<file path="config.mk">
export PLATFORM = sky130hd
export DESIGN_NAME = searchable_fifo_queue
export DESIGN_NICKNAME = d
export VERILOG_FILES = /design/src/rtl/sfq_pkg.sv /design/src/rtl/sfq_front.sv /design/src/rtl/sfq_back.sv /design/src/rtl/searchable_fifo_queue.sv
export SDC_FILE = /design/constraint.sdc
export NUM_CORES = 1
export LEC_CHECK = 0
export BUFFER_PORTS_ARGS = -buffer_cell sky130_fd_sc_hd__buf_2
export CORE_ASPECT_RATIO = 0.8
export CORE_MARGIN = 3
export CORE_UTILIZATION = 45
export CTS_CLUSTER_DIAMETER = 100
export CTS_CLUSTER_SIZE = 25
export DETAILED_ROUTE_END_ITERATION = 7
export SYNTH_ARGS = -nofsm -noshare
export SYNTH_HDL_FRONTEND = slang
export SYNTH_SLANG_ARGS = --single-unit
</file>
<file path="constraint.sdc">
create_clock -name clk -period 6.35 [get_ports clk]
set_clock_uncertainty 0.05 [all_clocks]
set_input_delay 0.9525 -clock clk [delete_from_list [all_inputs] [get_ports clk]]
set_output_delay 0.9525 -clock clk [all_outputs]
set_load 0.01 [all_outputs]
</file>
<file path="src/rtl/sfq_pkg.sv">
// ----------------------------------------------------------------------------
// sfq_pkg
// Shared types and constants for the searchable FIFO queue.
// ----------------------------------------------------------------------------
package sfq_pkg;

  localparam int DEPTH = 16;
  localparam int PTR_W = $clog2(DEPTH);
  localparam int CNT_W = $clog2(DEPTH + 1);

  // input kind codes
  localparam logic [1:0] KIND_PUSH   = 2'd0;
  localparam logic [1:0] KIND_POP    = 2'd1;
  localparam logic [1:0] KIND_SEARCH = 2'd2;

  // classified command codes handed from front to back
  localparam logic [1:0] OP_NOP    = 2'd0;
  localparam logic [1:0] OP_PUSH   = 2'd1;
  localparam logic [1:0] OP_POP    = 2'd2;
  localparam logic [1:0] OP_SEARCH = 2'd3;

  typedef struct packed {
    logic [1:0]         kind;
    logic signed [31:0] value;
  } in_item_t;

  typedef struct packed {
    logic             found;
    logic             error;
    logic [CNT_W-1:0] count;
    logic             empty_res;
  } out_item_t;

  typedef struct packed {
    logic [1:0]         op;
    logic signed [31:0] value;
  } cmd_t;

  // handshake between front queue and back end
  typedef struct packed {
    logic vld;
    cmd_t cmd;
  } cmd_if_t;

endpackage

</file>
<file path="src/rtl/sfq_front.sv">
// ----------------------------------------------------------------------------
// sfq_front
// Accepts input beats, decodes the kind and buffers commands in a
// two-entry queue for the back end.
// ----------------------------------------------------------------------------
module sfq_front import sfq_pkg::*; (
  input  logic     clk,
  input  logic     rst_n,
  input  logic     start,
  output logic     busy,
  input  in_item_t in_item,
  output cmd_if_t  cmd_if,
  input  logic     cmd_take
);

  cmd_t       fq_r [2];
  logic       wr_r, wr_nxt;
  logic       rd_r, rd_nxt;
  logic [1:0] cnt_r, cnt_nxt;
  logic       accept;
  cmd_t       cmd_in;

  assign busy   = (cnt_r == 2'd2);
  assign accept = start && !busy;

  always_comb begin
    cmd_in.value = in_item.value;
    unique case (in_item.kind)
      KIND_PUSH:   cmd_in.op = OP_PUSH;
      KIND_POP:    cmd_in.op = OP_POP;
      KIND_SEARCH: cmd_in.op = OP_SEARCH;
      default:     cmd_in.op = OP_NOP;
    endcase
  end

  always_comb begin
    wr_nxt  = accept   ? !wr_r : wr_r;
    rd_nxt  = cmd_take ? !rd_r : rd_r;
    cnt_nxt = cnt_r + {1'b0, accept} - {1'b0, cmd_take};
  end

  assign cmd_if.vld = (cnt_r != 2'd0);
  assign cmd_if.cmd = fq_r[rd_r];

  always_ff @(posedge clk) begin
    if (!rst_n) begin
      wr_r  <= 1'b0;
      rd_r  <= 1'b0;
      cnt_r <= 2'd0;
    end else begin
      wr_r  <= wr_nxt;
      rd_r  <= rd_nxt;
      cnt_r <= cnt_nxt;
    end
  end

  always_ff @(posedge clk) begin
    if (accept) begin
      fq_r[wr_r] <= cmd_in;
    end
  end

endmodule

</file>
<file path="src/rtl/sfq_back.sv">
// ----------------------------------------------------------------------------
// sfq_back
// Executes queued commands on the entry store: push, pop, and a search
// that scans held entries one per cycle through a registered read.
// ----------------------------------------------------------------------------
module sfq_back import sfq_pkg::*; (
  input  logic      clk,
  input  logic      rst_n,
  input  cmd_if_t   cmd_if,
  output logic      cmd_take,
  output logic      out_valid,
  output out_item_t out_item
);

  localparam logic ST_IDLE = 1'b0;
  localparam logic ST_SCAN = 1'b1;

  logic [31:0]      mem [DEPTH];
  logic [31:0]      rdata_r;
  logic             mem_we;

  logic             st_r, st_nxt;
  logic [PTR_W-1:0] wp_r, wp_nxt;
  logic [PTR_W-1:0] rp_r, rp_nxt;
  logic [CNT_W-1:0] cnt_r, cnt_nxt;
  logic [PTR_W-1:0] idx_r, idx_nxt;
  logic [CNT_W-1:0] left_r, left_nxt;
  logic [31:0]      key_r, key_nxt;
  logic             hit_r, hit_nxt;
  logic             rd_vld_r, rd_vld_nxt;
  logic             res_vld_r, res_vld_nxt;
  out_item_t        res_r, res_nxt;

  function automatic logic [PTR_W-1:0] next_slot(input logic [PTR_W-1:0] p);
    return (p == PTR_W'(DEPTH - 1)) ? '0 : p + 1'b1;
  endfunction

  always_comb begin
    st_nxt      = st_r;
    wp_nxt      = wp_r;
    rp_nxt      = rp_r;
    cnt_nxt     = cnt_r;
    idx_nxt     = idx_r;
    left_nxt    = left_r;
    key_nxt     = key_r;
    hit_nxt     = hit_r;
    rd_vld_nxt  = 1'b0;
    res_vld_nxt = 1'b0;
    res_nxt     = res_r;
    mem_we      = 1'b0;
    cmd_take    = 1'b0;

    unique case (st_r)
      ST_IDLE: begin
        if (cmd_if.vld) begin
          cmd_take      = 1'b1;
          res_nxt.found = 1'b0;
          res_nxt.error = 1'b0;
          unique case (cmd_if.cmd.op)
            OP_PUSH: begin
              res_vld_nxt = 1'b1;
              if (cnt_r == CNT_W'(DEPTH)) begin
                res_nxt.error = 1'b1;
              end else begin
                mem_we  = 1'b1;
                wp_nxt  = next_slot(wp_r);
                cnt_nxt = cnt_r + 1'b1;
              end
            end
            OP_POP: begin
              res_vld_nxt = 1'b1;
              if (cnt_r == '0) begin
                res_nxt.error = 1'b1;
              end else begin
                rp_nxt  = next_slot(rp_r);
                cnt_nxt = cnt_r - 1'b1;
              end
            end
            OP_SEARCH: begin
              if (cnt_r == '0) begin
                res_vld_nxt = 1'b1;
              end else begin
                st_nxt   = ST_SCAN;
                idx_nxt  = rp_r;
                left_nxt = cnt_r;
                key_nxt  = cmd_if.cmd.value;
                hit_nxt  = 1'b0;
              end
            end
            default: res_vld_nxt = 1'b1;
          endcase
        end
      end
      ST_SCAN: begin
        // each compare checks the read issued in the previous cycle
        if (left_r != '0) begin
          rd_vld_nxt = 1'b1;
          idx_nxt    = next_slot(idx_r);
          left_nxt   = left_r - 1'b1;
        end
        if (rd_vld_r && (rdata_r == key_r)) begin
          hit_nxt = 1'b1;
        end
        if ((left_r == '0) && !rd_vld_r) begin
          st_nxt        = ST_IDLE;
          res_vld_nxt   = 1'b1;
          res_nxt.found = hit_r;
          res_nxt.error = 1'b0;
        end
      end
      default: st_nxt = ST_IDLE;
    endcase

    res_nxt.count     = cnt_nxt;
    res_nxt.empty_res = (cnt_nxt == '0);
  end

  always_ff @(posedge clk) begin
    if (!rst_n) begin
      st_r      <= ST_IDLE;
      wp_r      <= '0;
      rp_r      <= '0;
      cnt_r     <= '0;
      idx_r     <= '0;
      left_r    <= '0;
      hit_r     <= 1'b0;
      rd_vld_r  <= 1'b0;
      res_vld_r <= 1'b0;
    end else begin
      st_r      <= st_nxt;
      wp_r      <= wp_nxt;
      rp_r      <= rp_nxt;
      cnt_r     <= cnt_nxt;
      idx_r     <= idx_nxt;
      left_r    <= left_nxt;
      hit_r     <= hit_nxt;
      rd_vld_r  <= rd_vld_nxt;
      res_vld_r <= res_vld_nxt;
    end
  end

  always_ff @(posedge clk) begin
    key_r <= key_nxt;
    res_r <= res_nxt;
  end

  always_ff @(posedge clk) begin
    if (mem_we) begin
      mem[wp_r] <= cmd_if.cmd.value;
    end
    rdata_r <= mem[idx_r];
  end

  assign out_valid = res_vld_r;
  assign out_item  = res_r;

endmodule

</file>
<file path="src/rtl/searchable_fifo_queue.sv">
// Push, pop, unused kinds and a search of an empty queue give their result after
// passing through the front command queue and the result register; any other search
// scans the held entries of the store one per cycle through its registered read port,
// then registers its result. Throughput: one push or pop per cycle; a search holds the
// back end for its scan. busy rises when the two-entry command queue fills. The result
// strobe lasts one cycle and cannot be stalled. Synchronous active-low reset empties it.
// ----------------------------------------------------------------------------
// searchable_fifo_queue
// FIFO of signed 32-bit values with push, pop and search-for-value commands.
// ----------------------------------------------------------------------------
module searchable_fifo_queue import sfq_pkg::*; (
  input  logic      clk,
  input  logic      rst_n,
  input  logic      start,
  output logic      busy,
  input  in_item_t  in_item,
  output logic      out_valid,
  output out_item_t out_item
);

  cmd_if_t cmd_if;
  logic    cmd_take;

  sfq_front u_front (
    .clk      (clk),
    .rst_n    (rst_n),
    .start    (start),
    .busy     (busy),
    .in_item  (in_item),
    .cmd_if   (cmd_if),
    .cmd_take (cmd_take)
  );

  sfq_back u_back (
    .clk       (clk),
    .rst_n     (rst_n),
    .cmd_if    (cmd_if),
    .cmd_take  (cmd_take),
    .out_valid (out_valid),
    .out_item  (out_item)
  );

endmodule

</file>
==> flow_summary.ini, run 1 <==
[outcome]
status = finished, final reports clean

[floorplanning]
core_area_mm2 = 0.0560
die_h_um = 220
dieArea_mm2 = 0.0602
io_pins = 47
die_x_um = 274
core.rowCount = 77
start_util_pct = 46.1

[synthesis]
synthArstFlopShare_pct = 0
syn_nets = 1233
muxShareOfSynthArea_pct = 15.8
synth-edff-count = 614
synth_compound_area_share_pct = 1.32
synthAdderAreaFrac_pct = 0.825
synthCells = 1179
synth_top_area_share_pct = 71.5
synth_top_cells_by_count = edfxtp_1, mux4_2, dfxtp_1
syn-cell-area_mm2 = 0.0258
synth_top_family_by_area = multiplexers
synth.most_common_cell = edfxtp_1
ys_types = 58
synth_area_leaders = edfxtp_1, mux4_2, dfxtp_1
synth_warnings = 0
synth_area_per_cell_um2 = 21.9
synth_xor_xnor_area_share_pct = 1.26
synth-simple-area-share_pct = 2.57
synthFlopType = edfxtp_1
synth_top_area_cell = edfxtp_1
ys_ff_latch = 683
ys_seq_area_share_pct = 76.9

[global_route]
antenna_found_initial = 0
grt_remaining_overflow = 0
grt_pass1_vias = 11500
grt_pass1_wl_mm = 77.6
grt_max_degree = 133
grtUsageTotal_pct = 17.6

[worst_setup_path]
startpoint_type = flop
critPathMaxStageDelay_ns = 0.94
worst-path-max-fanout = 25
worstSetupEndpointType = flop
crit_family = simple AND/OR/NAND/NOR gates
arrival_ns = 4.13
slowest_stage = nor2_4
cp_cell_sequence = mux2i_1, ha_1, inv_1, nor3_4, nand2_1, nor2_4, buf_4
critPathKind = flop to flop
cp.buffers_inverters = 2
crit_required_ns = 6.63

[cells_and_area]
nets = 1288
layout-drive-gt1-share_pct = 26.2
final_cells = 2007
syn2layout_area_growth_pct = 8.43
num_antenna_cells = 0
fillers = 4467

[place]
gp_congestion = 0.804
place_inst = 1951
io_buffers = 46
detailed_place_hpwl_mm = 31.3

[detailed_routing]
drtAntennaViolNets = 0
via_count = 11400
viasPerCell = 5.67
routedWlPerCell_um = 25.9
route.detailed.drc = 0
wirelength_mm = 52.0
dr.first_iter.drc_count = 998
firstDrtPassIters = 7

[power]
p_leak_nw = 8.47
powerDensity_mw_per_mm2 = 320
power_w = 0.00894
vdd_ir_drop_max_uv = 227

[cts]
numCtsBuffers = 31
cts_buffer_depth = 3
post_cts_resized = 0
cts_max_level = 1
postCtsSetupBuffers = 0
cts_tree = yes
clk_pin_slew_ns = 0.10
cts_root_buf = clkbuf_16
cts_sinks = 683
postCtsHoldBufs = 0
clk_latency_ns = 0.62

[timing]
fin_tns_setup_ns = 0
tightest_slew_ns = 1.22
relSlewSlack_pct = 18.8
setup_viol = 0
final_hold_viol_count = 0
maxSlewViolCount = 0
rsz0062_at_grt = false
period_minus_slack_ns = 3.85
fmax_ghz = 0.260
fin_crit_sh_pct = 60.6
hold_ws_ns = 0.450

[worst_hold_path]
hold_class = flop to flop
hp-start = u_back.hit_r$_SDFFE_PN0P_

[run]
cap_viol_max_count = 0
==> cells in the final DEF, fill, tap and decap left out, types with 17 or more instances in the layout <==
master / n
edfxtp_1: 614
mux4_2: 160
dfxtp_1: 64
buf_2: 46
mux2_2: 33
xnor2_1: 33
clkbuf_16: 31
nand2_1: 26
clkbuf_1: 22
buf_4: 22
inv_1: 21
ha_1: 17
==> final timing paths <==
check	endpoint	slack, ns	cells after the start
setup / recovery	u_back.mem[8][2]$_DFFE_PP_	2.50	7
hold / removal	u_back.hit_r$_SDFFE_PN0P_	0.45	2
setup reg to reg	u_back.mem[8][2]$_DFFE_PP_	2.50	7
hold reg to reg	u_back.hit_r$_SDFFE_PN0P_	0.45	2
==> layout make-up <==
cell class | instances | area, um2 | share of cell area [%]
Sequential cell | 683 | 19800 | 70.9
Multi-Input combinational cell | 425 | 5740 | 20.5
Tap cell | 750 | 938 | 3.36
Clock buffer | 53 | 858 | 3.07
Timing Repair Buffer | 72 | 475 | 1.70
Inverter | 21 | 78.8 | 0.282
Clock inverter | 3 | 30.0 | 0.107
==> layer usage <==
| layer | routed length [um] | GRT usage [%] | up-vias | share of wire, % |
|---|---|---|---|---|
| li1 | - | - | 4920 | - |
| met1 | 24500 | 27.5 | 6096 | 47 |
| met2 | 23800 | 26.7 | 316 | 46 |
| met3 | 2820 | 2.61 | 51 | 5.4 |
| met4 | 844 | 2.99 | 0 | 1.6 |
| met5 | 0 | 0 | - | 0 |
==> sequential cells by signal (all words and copies together) (netlist names), 2 cells and up, named ones only <==
name,flops
u_back.mem,512
u_front.fq_r,68
u_back.key_r,32
u_back.rdata_r,32
u_back.out_item,8
u_back.cnt_r,5
u_back.left_r,5
u_back.idx_r,4
u_back.rp_r,4
u_back.wp_r,4
u_front.cnt_r,2
==> worst min-delay path, cell delays in order, from the launching register on <==
cell     delay (ns)
dfxtp_1        0.34
a32oi_1        0.06
nor2_1         0.07
==> where the power goes <==
| group | switching (W) | leakage (nW) | internal [W] | total, W |
|---|---|---|---|---|
| sequential | 0.0000866 | 6.12 | 0.00545 | 0.00553 |
| combinational | 0.000796 | 1.93 | 0.000365 | 0.00116 |
| clock | 0.00131 | 0.424 | 0.000935 | 0.00225 |
==> cell families after synthesis <==
family / count (synthesis)
AOI/OAI and AO/OA: 48
xor gates and xnor gates: 37
adders and majority gates: 17
buffers and inverters: 71
DFF: 683
muxes: 203
and+or+nand+nor: 120
==> metrics by stage <==
step                      instance area (um2)  utilization, %  worst slack (ns)
final                                   28000            49.9              2.50
after global routing                    28000            49.9              2.25
after CTS                               28000            49.9              2.35
after detailed placement                27100            48.4              2.38
after global placement                  27100            48.4              2.53
after floorplan                         25800               -              1.60
Power figures use the tool's default switching activity.
==> inputs of run 2 (changes only) <==
Clock period 6.35 ns to 3.2 ns, I/O delays scaled along.
==> run 2 against run 1 <==
  * Total power is 99% higher
  * Hold slack worse by 0.33 ns
  * Cell count is 2.9% higher
  * Combinational power is 100% higher
  * Wire length hardly changed
  * Via count is 1.8% higher
  * Register-to-register slack worse by 2.2 ns
  * Critical path type unchanged
  * Critical endpoint is now u_back.mem[12][10]$_DFFE_PP_
==> flow_summary.ini, run 2 (synthesized netlist as in run 1, its figures left out) <==
[outcome]
status = finished, final reports clean

[detailed_routing]
wirelength_mm = 52.1
drtAntennaViolNets = 0
route.detailed.drc = 0
routedWlPerCell_um = 25.2
viasPerCell = 5.61
via_count = 11600
dr.first_iter.drc_count = 1193
firstDrtPassIters = 5

[power]
p_leak_nw = 8.76
vdd_ir_drop_max_uv = 479
powerDensity_mw_per_mm2 = 621

[worst_setup_path]
worst-path-max-fanout = 23
crit_required_ns = 3.39
critPathKind = flop to flop
arrival_ns = 3.11
startpoint_type = flop
worstSetupEndpointType = flop

[timing]
period_minus_slack_ns = 2.91
maxSlewViolCount = 0
hold_ws_ns = 0.122
rsz0062_at_grt = false
tightest_slew_ns = 0.919
final_hold_viol_count = 0
relSlewSlack_pct = 38.6
fin_crit_sh_pct = 91.1
fmax_ghz = 0.343
setup_viol = 0

[global_route]
grt_pass1_vias = 11900
grt_max_degree = 42
grt_pass1_wl_mm = 78.5
grt_remaining_overflow = 0
antenna_found_initial = 1
grtUsageTotal_pct = 17.6

[cts]
cts_sinks = 683
post_cts_resized = 0
numCtsBuffers = 31
clk_pin_slew_ns = 0.10
cts_max_level = 1
cts_root_buf = clkbuf_16
clk_latency_ns = 0.60
cts_buffer_depth = 3
cts_tree = yes

[cells_and_area]
syn2layout_area_growth_pct = 11.0
regMostFlops = u_back.mem
final_common_cell = edfxtp_1
num_antenna_cells = 0
fillers = 4396
reg_top3 = u_back.mem: 512 flops, u_front.fq_r: 68 flops
multi_input_area_mm2 = 0.00578
final_cells = 2066
largest_reg_flops = 512
regArea_mm2 = 0.0198
layout_common_cells = edfxtp_1, mux4_2, dfxtp_1
layout-drive-gt1-share_pct = 26.9
nets = 1346

[worst_hold_path]
hp-start = rst_n
hold_class = primary input to flop

[floorplanning]
io_pins = 47
start_util_pct = 46.1
core.rowCount = 77
core_area_mm2 = 0.0560
dieArea_mm2 = 0.0602
die_h_um = 220
die_x_um = 274

[place]
io_buffers = 46
gp_congestion = 0.780
detailed_place_hpwl_mm = 32.6
place_inst = 1977

[run]
cap_viol_max_count = 0
[run 2: final cells by class]
type                            instances  area share (%)
Timing Repair Buffer                  130            3.90
Inverter                               21           0.275
Tap cell                              750            3.28
Clock inverter                          1          0.0699
Multi-Input combinational cell        425            20.2
Clock buffer                           56            3.04
Sequential cell                       683            69.3
[run 2: layer usage]
layer | up-vias | track usage [%] | part of all wire (%)
li1 | 5044 | - | -
met1 | 6257 | 27.4 | 47
met2 | 241 | 28.0 | 47
met3 | 49 | 1.94 | 4.3
met4 | 0 | 2.29 | 1.2
met5 | - | 0 | 0
[run 2: final timing paths]
path / depth (start not counted) / endpoint / slack (ns)
worst min-delay path: 2 / u_back.left_r[1]$_SDFFE_PN0P_ / 0.12
worst min register to register: 2 / u_back.left_r[1]$_SDFFE_PN0P_ / 0.45
worst max-delay path: 7 / u_back.mem[12][10]$_DFFE_PP_ / 0.29
worst max register to register: 7 / u_back.mem[12][10]$_DFFE_PP_ / 0.29
[run 2: stage by stage]
| stage | setup TNS [ns] | power (W) | instance area (um2) | worst slack, ns | util (%) |
|---|---|---|---|---|---|
| finish | 0 | 0.0178 | 28600 | 0.286 | 51.1 |
| global route | 0 | 0.0186 | 28600 | 0.0734 | 51.1 |
| CTS | 0 | 0.0180 | 28600 | 0.242 | 51.1 |
| detailed placement | 0 | 0.0136 | 27400 | 0.277 | 49.0 |
| global placement | 0 | 0.0135 | 27400 | 0.396 | 49.0 |
| floorplan | -4.26 | 0.0126 | 25900 | -0.0212 | - |
[run 2: critical path, cell delays in order, from the launching register on]
cell and delay [ns]:
dfxtp_2 0.38, mux2i_1 0.26, ha_1 0.30, inv_1 0.16, nor3_4 0.43, nand2_1 0.34, nor2_4 0.19, buf_4 0.43
[run 2: where the power goes]
part           internal [W]  total (W)  switching, W
combinational      0.000774    0.00237       0.00159
clock               0.00186    0.00447       0.00261
sequential           0.0108     0.0109      0.000139
total                0.0134     0.0178       0.00434
[run 2: what timing repair did]
action	4_1_cts	5_1_grt
setup buffers	0	0
hold buffers	32	0
hold endpoints to repair	64	0
